File: src/pbd_pkg.sv
// ----------------------------------------------------------------------------
// pbd_pkg
// Shared types and constants of the PackBits decoder: header codes, the
// controller/datapath command and status bundles, and register addresses.
// ----------------------------------------------------------------------------
package pbd_pkg;

    // Configuration port geometry
    localparam int PADDR_W = 2;
    localparam int PDATA_W = 32;

    // Register byte addresses
    localparam logic [PADDR_W-1:0] REG_ENABLE = 2'd0;

    // Header that carries no run
    localparam logic [7:0] HDR_SKIP = 8'h80;

    // Largest copy count of one result
    localparam logic [2:0] MAX_COPIES = 3'd4;

    // Decode phase kept between bytes
    typedef enum logic [1:0] {
        PH_HEADER  = 2'd0,
        PH_LITERAL = 2'd1,
        PH_REPEAT  = 2'd2
    } t_phase;

    // Controller to datapath
    typedef struct packed {
        logic accept;      // take the input request this cycle
        logic drain_step;  // emit the next chunk of a repeat run
    } t_cmd;

    // Datapath to controller
    typedef struct packed {
        logic slot_free;   // output register empty or being taken
        logic repeat_long; // accepted byte opens a repeat of more than one chunk
        logic drain_last;  // pending chunk is the final one of the run
    } t_status;

endpackage

File: src/pbd_if.sv
// ----------------------------------------------------------------------------
// pbd_if
// Valid/ready channels of the decoder: compressed input bytes and decoded
// results.
// ----------------------------------------------------------------------------
interface pbd_in_if;
    logic       valid;
    logic       ready;
    logic [7:0] in_byte;
    logic       end_of_strip;

    modport source (output valid, output in_byte, output end_of_strip, input ready);
    modport sink   (input valid, input in_byte, input end_of_strip, output ready);
endinterface

interface pbd_out_if;
    logic       valid;
    logic       ready;
    logic [7:0] out_byte;
    logic [2:0] out_copies;
    logic       last_of_run;

    modport source (output valid, output out_byte, output out_copies, output last_of_run,
                    input ready);
    modport sink   (input valid, input out_byte, input out_copies, input last_of_run,
                    output ready);
endinterface

File: src/packbits_decoder.sv
// ----------------------------------------------------------------------------
// packbits_decoder
// PackBits run-length decoder: one compressed byte per request in, results
// of one to four copies of a data byte out.
//
//   channel   dir   handshake       payload
//   i_in      in    valid/ready     in_byte[7:0], end_of_strip
//   o_out     out   valid/ready     out_byte[7:0], out_copies[2:0], last_of_run
//   apb       in    psel/penable    enable bit at byte address 0
//
// Header and literal bytes are taken one per cycle while the sink keeps up. A
// repeat of more than four copies holds input off while the output register
// drains the rest of the run, one chunk per cycle as the sink allows. The
// single output register sets the pace: a byte is taken when it is empty or
// being read. Reset (synchronous, active low) returns to header decode with decoding enabled.
// ----------------------------------------------------------------------------
module packbits_decoder
    import pbd_pkg::*;
(
    input  logic               i_clk,
    input  logic               i_rst_n,
    pbd_in_if.sink             i_in,
    pbd_out_if.source          o_out,
    input  logic               psel,
    input  logic               penable,
    input  logic               pwrite,
    input  logic [PADDR_W-1:0] paddr,
    input  logic [PDATA_W-1:0] pwdata,
    output logic [PDATA_W-1:0] prdata,
    output logic               pready
);

    logic    enable;
    t_cmd    cmd;
    t_status status;
    logic    in_ready;
    logic    out_valid;

    // Configuration register
    pbd_regs u_regs (
        .i_clk    (i_clk),
        .i_rst_n  (i_rst_n),
        .psel     (psel),
        .penable  (penable),
        .pwrite   (pwrite),
        .paddr    (paddr),
        .pwdata   (pwdata),
        .prdata   (prdata),
        .pready   (pready),
        .o_enable (enable)
    );

    // Controller
    pbd_ctrl u_ctrl (
        .i_clk      (i_clk),
        .i_rst_n    (i_rst_n),
        .i_in_valid (i_in.valid),
        .i_status   (status),
        .o_in_ready (in_ready),
        .o_cmd      (cmd)
    );

    // Datapath
    pbd_dp u_dp (
        .i_clk          (i_clk),
        .i_rst_n        (i_rst_n),
        .i_enable       (enable),
        .i_cmd          (cmd),
        .i_in_byte      (i_in.in_byte),
        .i_end_of_strip (i_in.end_of_strip),
        .i_out_ready    (o_out.ready),
        .o_status       (status),
        .o_out_valid    (out_valid),
        .o_out_byte     (o_out.out_byte),
        .o_out_copies   (o_out.out_copies),
        .o_last_of_run  (o_out.last_of_run)
    );

    assign i_in.ready  = in_ready;
    assign o_out.valid = out_valid;

endmodule

File: src/pbd_regs.sv
// ----------------------------------------------------------------------------
// pbd_regs
// APB-style configuration register: holds the PackBits enable bit.
// ----------------------------------------------------------------------------
module pbd_regs
    import pbd_pkg::*;
(
    input  logic               i_clk,
    input  logic               i_rst_n,
    input  logic               psel,
    input  logic               penable,
    input  logic               pwrite,
    input  logic [PADDR_W-1:0] paddr,
    input  logic [PDATA_W-1:0] pwdata,
    output logic [PDATA_W-1:0] prdata,
    output logic               pready,
    output logic               o_enable
);

    logic r_enable;
    logic n_enable;
    logic wr_en;

    // Only one register: every byte address of the port lies in its word
    assign wr_en  = psel && penable && pwrite && pready;
    assign pready = 1'b1;

    // Capture the enable bit on a completed write
    always_comb begin
        n_enable = r_enable;
        if (wr_en) begin
            n_enable = pwdata[0];
        end
    end

    always_ff @(posedge i_clk) begin
        if (!i_rst_n) begin
            r_enable <= 1'b1;
        end else begin
            r_enable <= n_enable;
        end
    end

    // Read back
    assign prdata   = {{(PDATA_W-1){1'b0}}, r_enable};
    assign o_enable = r_enable;

endmodule

File: src/pbd_ctrl.sv
// ----------------------------------------------------------------------------
// pbd_ctrl
// Controller of the decoder: takes input requests, and holds input off while
// a long repeat run drains through the output register.
// ----------------------------------------------------------------------------
module pbd_ctrl
    import pbd_pkg::*;
(
    input  logic    i_clk,
    input  logic    i_rst_n,
    input  logic    i_in_valid,
    input  t_status i_status,
    output logic    o_in_ready,
    output t_cmd    o_cmd
);

    typedef enum logic [1:0] {
        ST_ACCEPT = 2'b01,
        ST_DRAIN  = 2'b10
    } t_state;

    t_state r_state;
    t_state n_state;

    // Accept only with room in the output register
    assign o_in_ready        = (r_state == ST_ACCEPT) && i_status.slot_free;
    assign o_cmd.accept      = o_in_ready && i_in_valid;
    assign o_cmd.drain_step  = (r_state == ST_DRAIN) && i_status.slot_free;

    // Advance between taking bytes and draining a repeat
    always_comb begin
        n_state = r_state;
        case (r_state)
            ST_ACCEPT: begin
                if (o_cmd.accept && i_status.repeat_long) begin
                    n_state = ST_DRAIN;
                end
            end
            ST_DRAIN: begin
                if (o_cmd.drain_step && i_status.drain_last) begin
                    n_state = ST_ACCEPT;
                end
            end
            default: n_state = ST_ACCEPT;
        endcase
    end

    always_ff @(posedge i_clk) begin
        if (!i_rst_n) begin
            r_state <= ST_ACCEPT;
        end else begin
            r_state <= n_state;
        end
    end

endmodule

File: src/pbd_dp.sv
// ----------------------------------------------------------------------------
// pbd_dp
// Datapath of the decoder: header decode, literal and repeat counters, and
// the output register.
// ----------------------------------------------------------------------------
module pbd_dp
    import pbd_pkg::*;
(
    input  logic       i_clk,
    input  logic       i_rst_n,
    input  logic       i_enable,
    input  t_cmd       i_cmd,
    input  logic [7:0] i_in_byte,
    input  logic       i_end_of_strip,
    input  logic       i_out_ready,
    output t_status    o_status,
    output logic       o_out_valid,
    output logic [7:0] o_out_byte,
    output logic [2:0] o_out_copies,
    output logic       o_last_of_run
);

    t_phase     r_phase;
    t_phase     n_phase;
    logic [7:0] r_remaining;
    logic [7:0] n_remaining;
    logic [7:0] r_count;
    logic [7:0] n_count;
    logic [7:0] r_rep_byte;
    logic [7:0] n_rep_byte;
    logic       r_out_valid;
    logic       n_out_valid;
    logic [7:0] r_out_byte;
    logic [7:0] n_out_byte;
    logic [2:0] r_out_copies;
    logic [2:0] n_out_copies;
    logic       r_last;
    logic       n_last;

    logic [7:0] lit_left;
    logic [2:0] first_chunk;
    logic [2:0] next_chunk;

    // Copies in one result: four, or what is left of the run
    function automatic logic [2:0] chunk_of(input logic [7:0] cnt);
        logic [2:0] c;
        c = (cnt > {5'd0, MAX_COPIES}) ? MAX_COPIES : cnt[2:0];
        return c;
    endfunction

    assign lit_left    = r_remaining - 8'd1;
    assign first_chunk = chunk_of(r_remaining);
    assign next_chunk  = chunk_of(r_count);

    assign o_status.slot_free   = !r_out_valid || i_out_ready;
    assign o_status.repeat_long = i_enable && (r_phase == PH_REPEAT)
                                  && (r_remaining > {5'd0, MAX_COPIES});
    assign o_status.drain_last  = (r_count <= {5'd0, MAX_COPIES});

    // Decode the accepted byte or step the drain
    always_comb begin
        n_phase      = r_phase;
        n_remaining  = r_remaining;
        n_count      = r_count;
        n_rep_byte   = r_rep_byte;
        n_out_valid  = r_out_valid && !i_out_ready;
        n_out_byte   = r_out_byte;
        n_out_copies = r_out_copies;
        n_last       = r_last;

        if (i_cmd.accept) begin
            if (!i_enable) begin
                // Pass through
                n_out_valid  = 1'b1;
                n_out_byte   = i_in_byte;
                n_out_copies = 3'd1;
                n_last       = 1'b0;
                n_phase      = PH_HEADER;
                n_remaining  = 8'd0;
            end else begin
                case (r_phase)
                    PH_LITERAL: begin
                        n_out_valid  = 1'b1;
                        n_out_byte   = i_in_byte;
                        n_out_copies = 3'd1;
                        n_last       = (lit_left == 8'd0) || i_end_of_strip;
                        n_remaining  = lit_left;
                        if (lit_left == 8'd0) begin
                            n_phase = PH_HEADER;
                        end
                    end
                    PH_REPEAT: begin
                        // First chunk now, the rest drains from r_count
                        n_out_valid  = 1'b1;
                        n_out_byte   = i_in_byte;
                        n_out_copies = first_chunk;
                        n_last       = (r_remaining <= {5'd0, MAX_COPIES});
                        n_count      = r_remaining - {5'd0, first_chunk};
                        n_rep_byte   = i_in_byte;
                        n_phase      = PH_HEADER;
                        n_remaining  = 8'd0;
                    end
                    default: begin
                        // Header byte, unused phase code included
                        if (!i_in_byte[7]) begin
                            n_phase     = PH_LITERAL;
                            n_remaining = i_in_byte + 8'd1;
                        end else if (i_in_byte == HDR_SKIP) begin
                            n_phase     = PH_HEADER;
                            n_remaining = 8'd0;
                        end else begin
                            // 1 - h, taken modulo 256, gives 2..128
                            n_phase     = PH_REPEAT;
                            n_remaining = 8'd1 - i_in_byte;
                        end
                    end
                endcase
            end
            if (i_end_of_strip) begin
                n_phase     = PH_HEADER;
                n_remaining = 8'd0;
            end
        end else if (i_cmd.drain_step) begin
            n_out_valid  = 1'b1;
            n_out_byte   = r_rep_byte;
            n_out_copies = next_chunk;
            n_last       = (r_count <= {5'd0, MAX_COPIES});
            n_count      = r_count - {5'd0, next_chunk};
        end
    end

    // Control state
    always_ff @(posedge i_clk) begin
        if (!i_rst_n) begin
            r_phase     <= PH_HEADER;
            r_remaining <= 8'd0;
            r_out_valid <= 1'b0;
        end else begin
            r_phase     <= n_phase;
            r_remaining <= n_remaining;
            r_out_valid <= n_out_valid;
        end
    end

    // Payload
    always_ff @(posedge i_clk) begin
        r_count      <= n_count;
        r_rep_byte   <= n_rep_byte;
        r_out_byte   <= n_out_byte;
        r_out_copies <= n_out_copies;
        r_last       <= n_last;
    end

    assign o_out_valid   = r_out_valid;
    assign o_out_byte    = r_out_byte;
    assign o_out_copies  = r_out_copies;
    assign o_last_of_run = r_last;

endmodule

File: src/flat_wrapper.sv
// flat-port wrapper written by rule: the top's interface ports become plain ports
module packbits_decoder_flat import pbd_pkg::*;
  (i_clk, i_rst_n, psel, penable, pwrite, paddr, pwdata, prdata, pready, i_in_valid, i_in_in_byte, i_in_end_of_strip, i_in_ready, o_out_valid, o_out_out_byte, o_out_out_copies, o_out_last_of_run, o_out_ready);
  pbd_in_if i_in_i ();
  pbd_out_if o_out_i ();
  input  logic i_clk;
  input  logic i_rst_n;
  input  logic psel;
  input  logic penable;
  input  logic pwrite;
  input  logic [PADDR_W-1:0] paddr;
  input  logic [PDATA_W-1:0] pwdata;
  output logic [PDATA_W-1:0] prdata;
  output logic pready;
  input wire logic [$bits(i_in_i.valid)-1:0] i_in_valid;
  input wire logic [$bits(i_in_i.in_byte)-1:0] i_in_in_byte;
  input wire logic [$bits(i_in_i.end_of_strip)-1:0] i_in_end_of_strip;
  output wire logic [$bits(i_in_i.ready)-1:0] i_in_ready;
  output wire logic [$bits(o_out_i.valid)-1:0] o_out_valid;
  output wire logic [$bits(o_out_i.out_byte)-1:0] o_out_out_byte;
  output wire logic [$bits(o_out_i.out_copies)-1:0] o_out_out_copies;
  output wire logic [$bits(o_out_i.last_of_run)-1:0] o_out_last_of_run;
  input wire logic [$bits(o_out_i.ready)-1:0] o_out_ready;
  assign i_in_i.valid = i_in_valid;
  assign i_in_i.in_byte = i_in_in_byte;
  assign i_in_i.end_of_strip = i_in_end_of_strip;
  assign i_in_ready = i_in_i.ready;
  assign o_out_valid = o_out_i.valid;
  assign o_out_out_byte = o_out_i.out_byte;
  assign o_out_out_copies = o_out_i.out_copies;
  assign o_out_last_of_run = o_out_i.last_of_run;
  assign o_out_i.ready = o_out_ready;
  packbits_decoder u_core (.i_clk(i_clk), .i_rst_n(i_rst_n), .i_in(i_in_i), .o_out(o_out_i), .psel(psel), .penable(penable), .pwrite(pwrite), .paddr(paddr), .pwdata(pwdata), .prdata(prdata), .pready(pready));
endmodule
File: config.mk
export PLATFORM = sky130hd
export DESIGN_NAME = packbits_decoder_flat
export DESIGN_NICKNAME = d
export VERILOG_FILES = /design/src/pbd_pkg.sv /design/src/pbd_if.sv /design/src/packbits_decoder.sv /design/src/pbd_regs.sv /design/src/pbd_ctrl.sv /design/src/pbd_dp.sv /design/src/flat_wrapper.sv
export SDC_FILE = /design/constraint.sdc
export NUM_CORES = 1
export LEC_CHECK = 0
export ABC_AREA = 1
export BUFFER_PORTS_ARGS = -buffer_cell sky130_fd_sc_hd__buf_2
export CORE_MARGIN = 2
export CORE_UTILIZATION = 30
export DETAILED_ROUTE_END_ITERATION = 8
export GPL_TIMING_DRIVEN = 0
export SYNTH_ARGS = -nofsm -noshare
export SYNTH_HDL_FRONTEND = slang
export SYNTH_SLANG_ARGS = --single-unit
export TNS_END_PERCENT = 50
File: constraint.sdc
create_clock -name i_clk -period 2.1 [get_ports i_clk]
set_input_delay 0.63 -clock i_clk [delete_from_list [all_inputs] [get_ports i_clk]]
set_output_delay 0.63 -clock i_clk [all_outputs]
set_load 0.1 [all_outputs]
==> results.yml <==
global_route:
  overflow: 0
  grt_pass1_vias: 2322
  grt_pass1_wl_mm: 10.76
  antenna_found_initial: 0
  grt_use_total_pct: 13.00
  grt_max_degree: 15
setup_path:
  crit_path_max_incr_delay_ps: 290
  endpoint_kind: "output pin"
  cp.arrival_ps: 1340
  cp_max_fo: 3
  path_delay_family: "buffers and inverters"
  path_class: "in2out"
  required_ps: 1470
  path_buf_inv: 2
  critPathLaunchType: "input pin"
  crit_path_frequent_cell: "buf_2"
  crit_path_cell_trace: "buf_2, nor2_1, nor2_4, buf_2"
  slowest_stage: "buf_2"
clock_network:
  clockBufferDepth: 2
  cts_tree: "done"
  htreeDepth: 2
  clkLatencyLatePin_ps: 300
  cts_inserted_buffers: 5
  ctsRootBufferMaster: "clkbuf_8"
  clock-sinks: 42
  clkSlewWorstSetupHoldPaths_ps: 80
  cts_hold_buf: 0
yosys:
  synthCells: 375
  synth_top_cells_by_area: "edfxtp_1 (29%), nand2_1 (11%), dfxtp_1 (9.6%)"
  synth.cell_area_mm2: 0.002919
  synth_seq_cells: 42
  syn_area_per_cell_um2: 7.784
  ys_warn_count: 0
  ys_types: 41
  yosysTopAreaCellShare_pct: 28.80
  synth_top_cell_by_area: "edfxtp_1"
  yosysSeqAreaShare_pct: 38.41
finish:
  filler_cell_count: 1015
  final_cell_mix: "nand2_1 (84), inv_1 (37), buf_2 (35), buf_4 (35), conb_1 (34)"
  diodes: 0
  drive_above_1_share_pct: 25.89
  post-route-util_pct: 37.19
  final_net_count: 508
  area_growth_pct: 22.25
  layout_commonest_cell: "nand2_1"
floorplan:
  fp.dieH_um: 102.6
  die_area_mm2: 0.01054
  rows: 36
  ioPinCount: 97
  initial_utilization_pct: 30.43
  die_x_um: 102.6
  core_area_mm2: 0.009594
timing:
  setup-violations-final: 0
  clock_skew_ps: 9.828
  tns_ps: 0
  fin_crit_sh_pct: 93.98
  finalHoldViolations: 0
  fmax_mhz: 506.7
  finalMaxSlewViolations: 0
  period_needed_ps: 1974
  worstMarginPinSlew_ps: 538.6
  rsz0062_at_grt: "false"
  slew_headroom_pct: 64.10
routing:
  post-route-drc-count: 0
  via_per_inst: 4.411
  dr.first_iter.drc_count: 156
  ant_nets: 0
  vias: 2563
  drt-total-wl_mm: 6.586
  drtPass1Iterations: 4
  routedWlPerCell_um: 11.34
place:
  hpwl_mm: 5.197
  portBuffers: 31
  routabilityCongestion: 0.8162
power_and_ir_drop:
  power_density_mw_per_mm2: 703.9
  peakVddDrop_uv: 241.3
  cellLeakagePower_nw: 1.643
flow_run:
  cap_violations: 0
worst_hold_path:
  hold_class: "reg2reg"
outcome:
  status: "finished clean"
[stage by stage]
| stage | instance area (µm²) | hold slack (ps) | setup WS (ps) | cells | total power [W] |
|---|---|---|---|---|---|
| 2_1_floorplan | 3079 | 456.4 | 15.54 | 407 | 0.001628 |
| 3_3_place_gp | 3401 | 468.2 | -131.8 | 571 | 0.001736 |
| 3_5_place_dp | 3401 | 478.4 | -142.8 | 571 | 0.001743 |
| 4_1_cts | 3546 | 492.0 | 19.42 | 579 | 0.002520 |
| 5_1_grt | 3568 | 519.6 | 7.245 | 581 | 0.002623 |
| 6_report | 3568 | 488.9 | 126.3 | 581 | 0.002512 |
[kinds of logic after synthesis]
family	after synthesis	synth area share [%]
buf+inv	85	15.69
flops	42	38.41
other cells	2	0.2573
xor+xnor	5	1.500
simple gates	168	26.70
compound gates	62	12.73
fa+ha+maj	11	4.715
[state kept, by name, summed over array words and instances (netlist names)]
register                   count
u_core.u_dp.o_last_of_run      1
u_core.u_dp.o_out_byte         8
u_core.u_regs.o_enable         1
u_core.u_dp.o_out_valid        1
u_core.u_ctrl.r_state          2
u_core.u_dp.r_phase            2
u_core.u_dp.r_rep_byte         8
u_core.u_dp.r_remaining        8
u_core.u_dp.o_out_copies       3
u_core.u_dp.r_count            8
[worst paths after layout]
path	slack, ps	start	cells past startpoint	to
worst max register to register	130	u_core.u_dp.r_remaining[0]	14	u_core.u_dp.r_count[4]
worst min-delay path	490	u_core.u_dp.r_phase[0]	2	u_core.u_dp.r_phase[0]
worst max-delay path	130	o_out_ready	4	i_in_ready
worst min register to register	490	u_core.u_dp.r_phase[0]	2	u_core.u_dp.r_phase[0]
[cells in the mapped netlist]
cell type	instances
a211oi_1	1
a21oi_1	18
a21oi_2	1
a31oi_1	3
a32o_1	1
a32oi_1	1
buf_2	4
buf_4	33
buf_6	1
clkbuf_1	5
conb_1	2
dfxtp_1	14
edfxtp_1	28
ha_1	11
inv_1	39
inv_2	2
inv_4	1
nand2_1	88
nand2_2	5
nand2_4	4
nand3_1	31
nand3_2	2
nand4_1	3
nor2_1	24
nor2_2	4
nor2_4	2
nor2_8	1
nor3_1	3
nor4_1	1
o211ai_1	2
o21a_1	1
o21ai_0	24
o21ai_1	1
o21ai_4	1
o21bai_1	1
o21bai_2	1
o22ai_1	1
o311ai_0	1
o31ai_1	4
xnor2_1	2
xor2_1	3
[worst min-delay path, delay by kind of cell (launching register included)]
kind | cells | cell delay, ps
DFF | 1 | 330
and+or+nand+nor | 1 | 70
AOI/OAI and AO/OA | 1 | 50
[routing by layer]
| layer | track usage, % | vias to the layer above | wire, µm |
|---|---|---|---|
| met5 | 0 | - | 0 |
| met2 | 22.47 | 60 | 3187 |
| met1 | 16.90 | 1179 | 3006 |
| li1 | - | 1316 | - |
| met3 | 1.695 | 8 | 293 |
| met4 | 4.000 | 0 | 99 |
[area by class of cell]
| cell class | count | area, µm² | share of cell area (%) |
|---|---|---|---|
| timing repair buffer | 33 | 170.2 | 4.769 |
| multi-input combinational | 280 | 1504 | 42.15 |
| tap | 133 | 166.4 | 4.663 |
| clock buffer | 5 | 68.82 | 1.928 |
| clock inverter | 3 | 68.82 | 1.928 |
| sequential | 42 | 1130 | 31.66 |
| inverter | 42 | 162.7 | 4.558 |
| buffer | 43 | 297.8 | 8.345 |
[repair_timing]
item                                    in CTS  in global routing
buffers inserted                             0                  2
pin swaps                                    0                  1
endpoints found under the setup margin       2                  2
resized for setup                            5                  4
hold endpoints to repair                     0                  0
[power by group]
group | total (W) | internal, W | switching (W)
logic | 0.000795 | 0.000186 | 0.000609
registers | 0.000934 | 0.000914 | 0.0000197
clock network | 0.000783 | 0.000477 | 0.000306
Note: power is estimated with default switching activity, not from simulation.
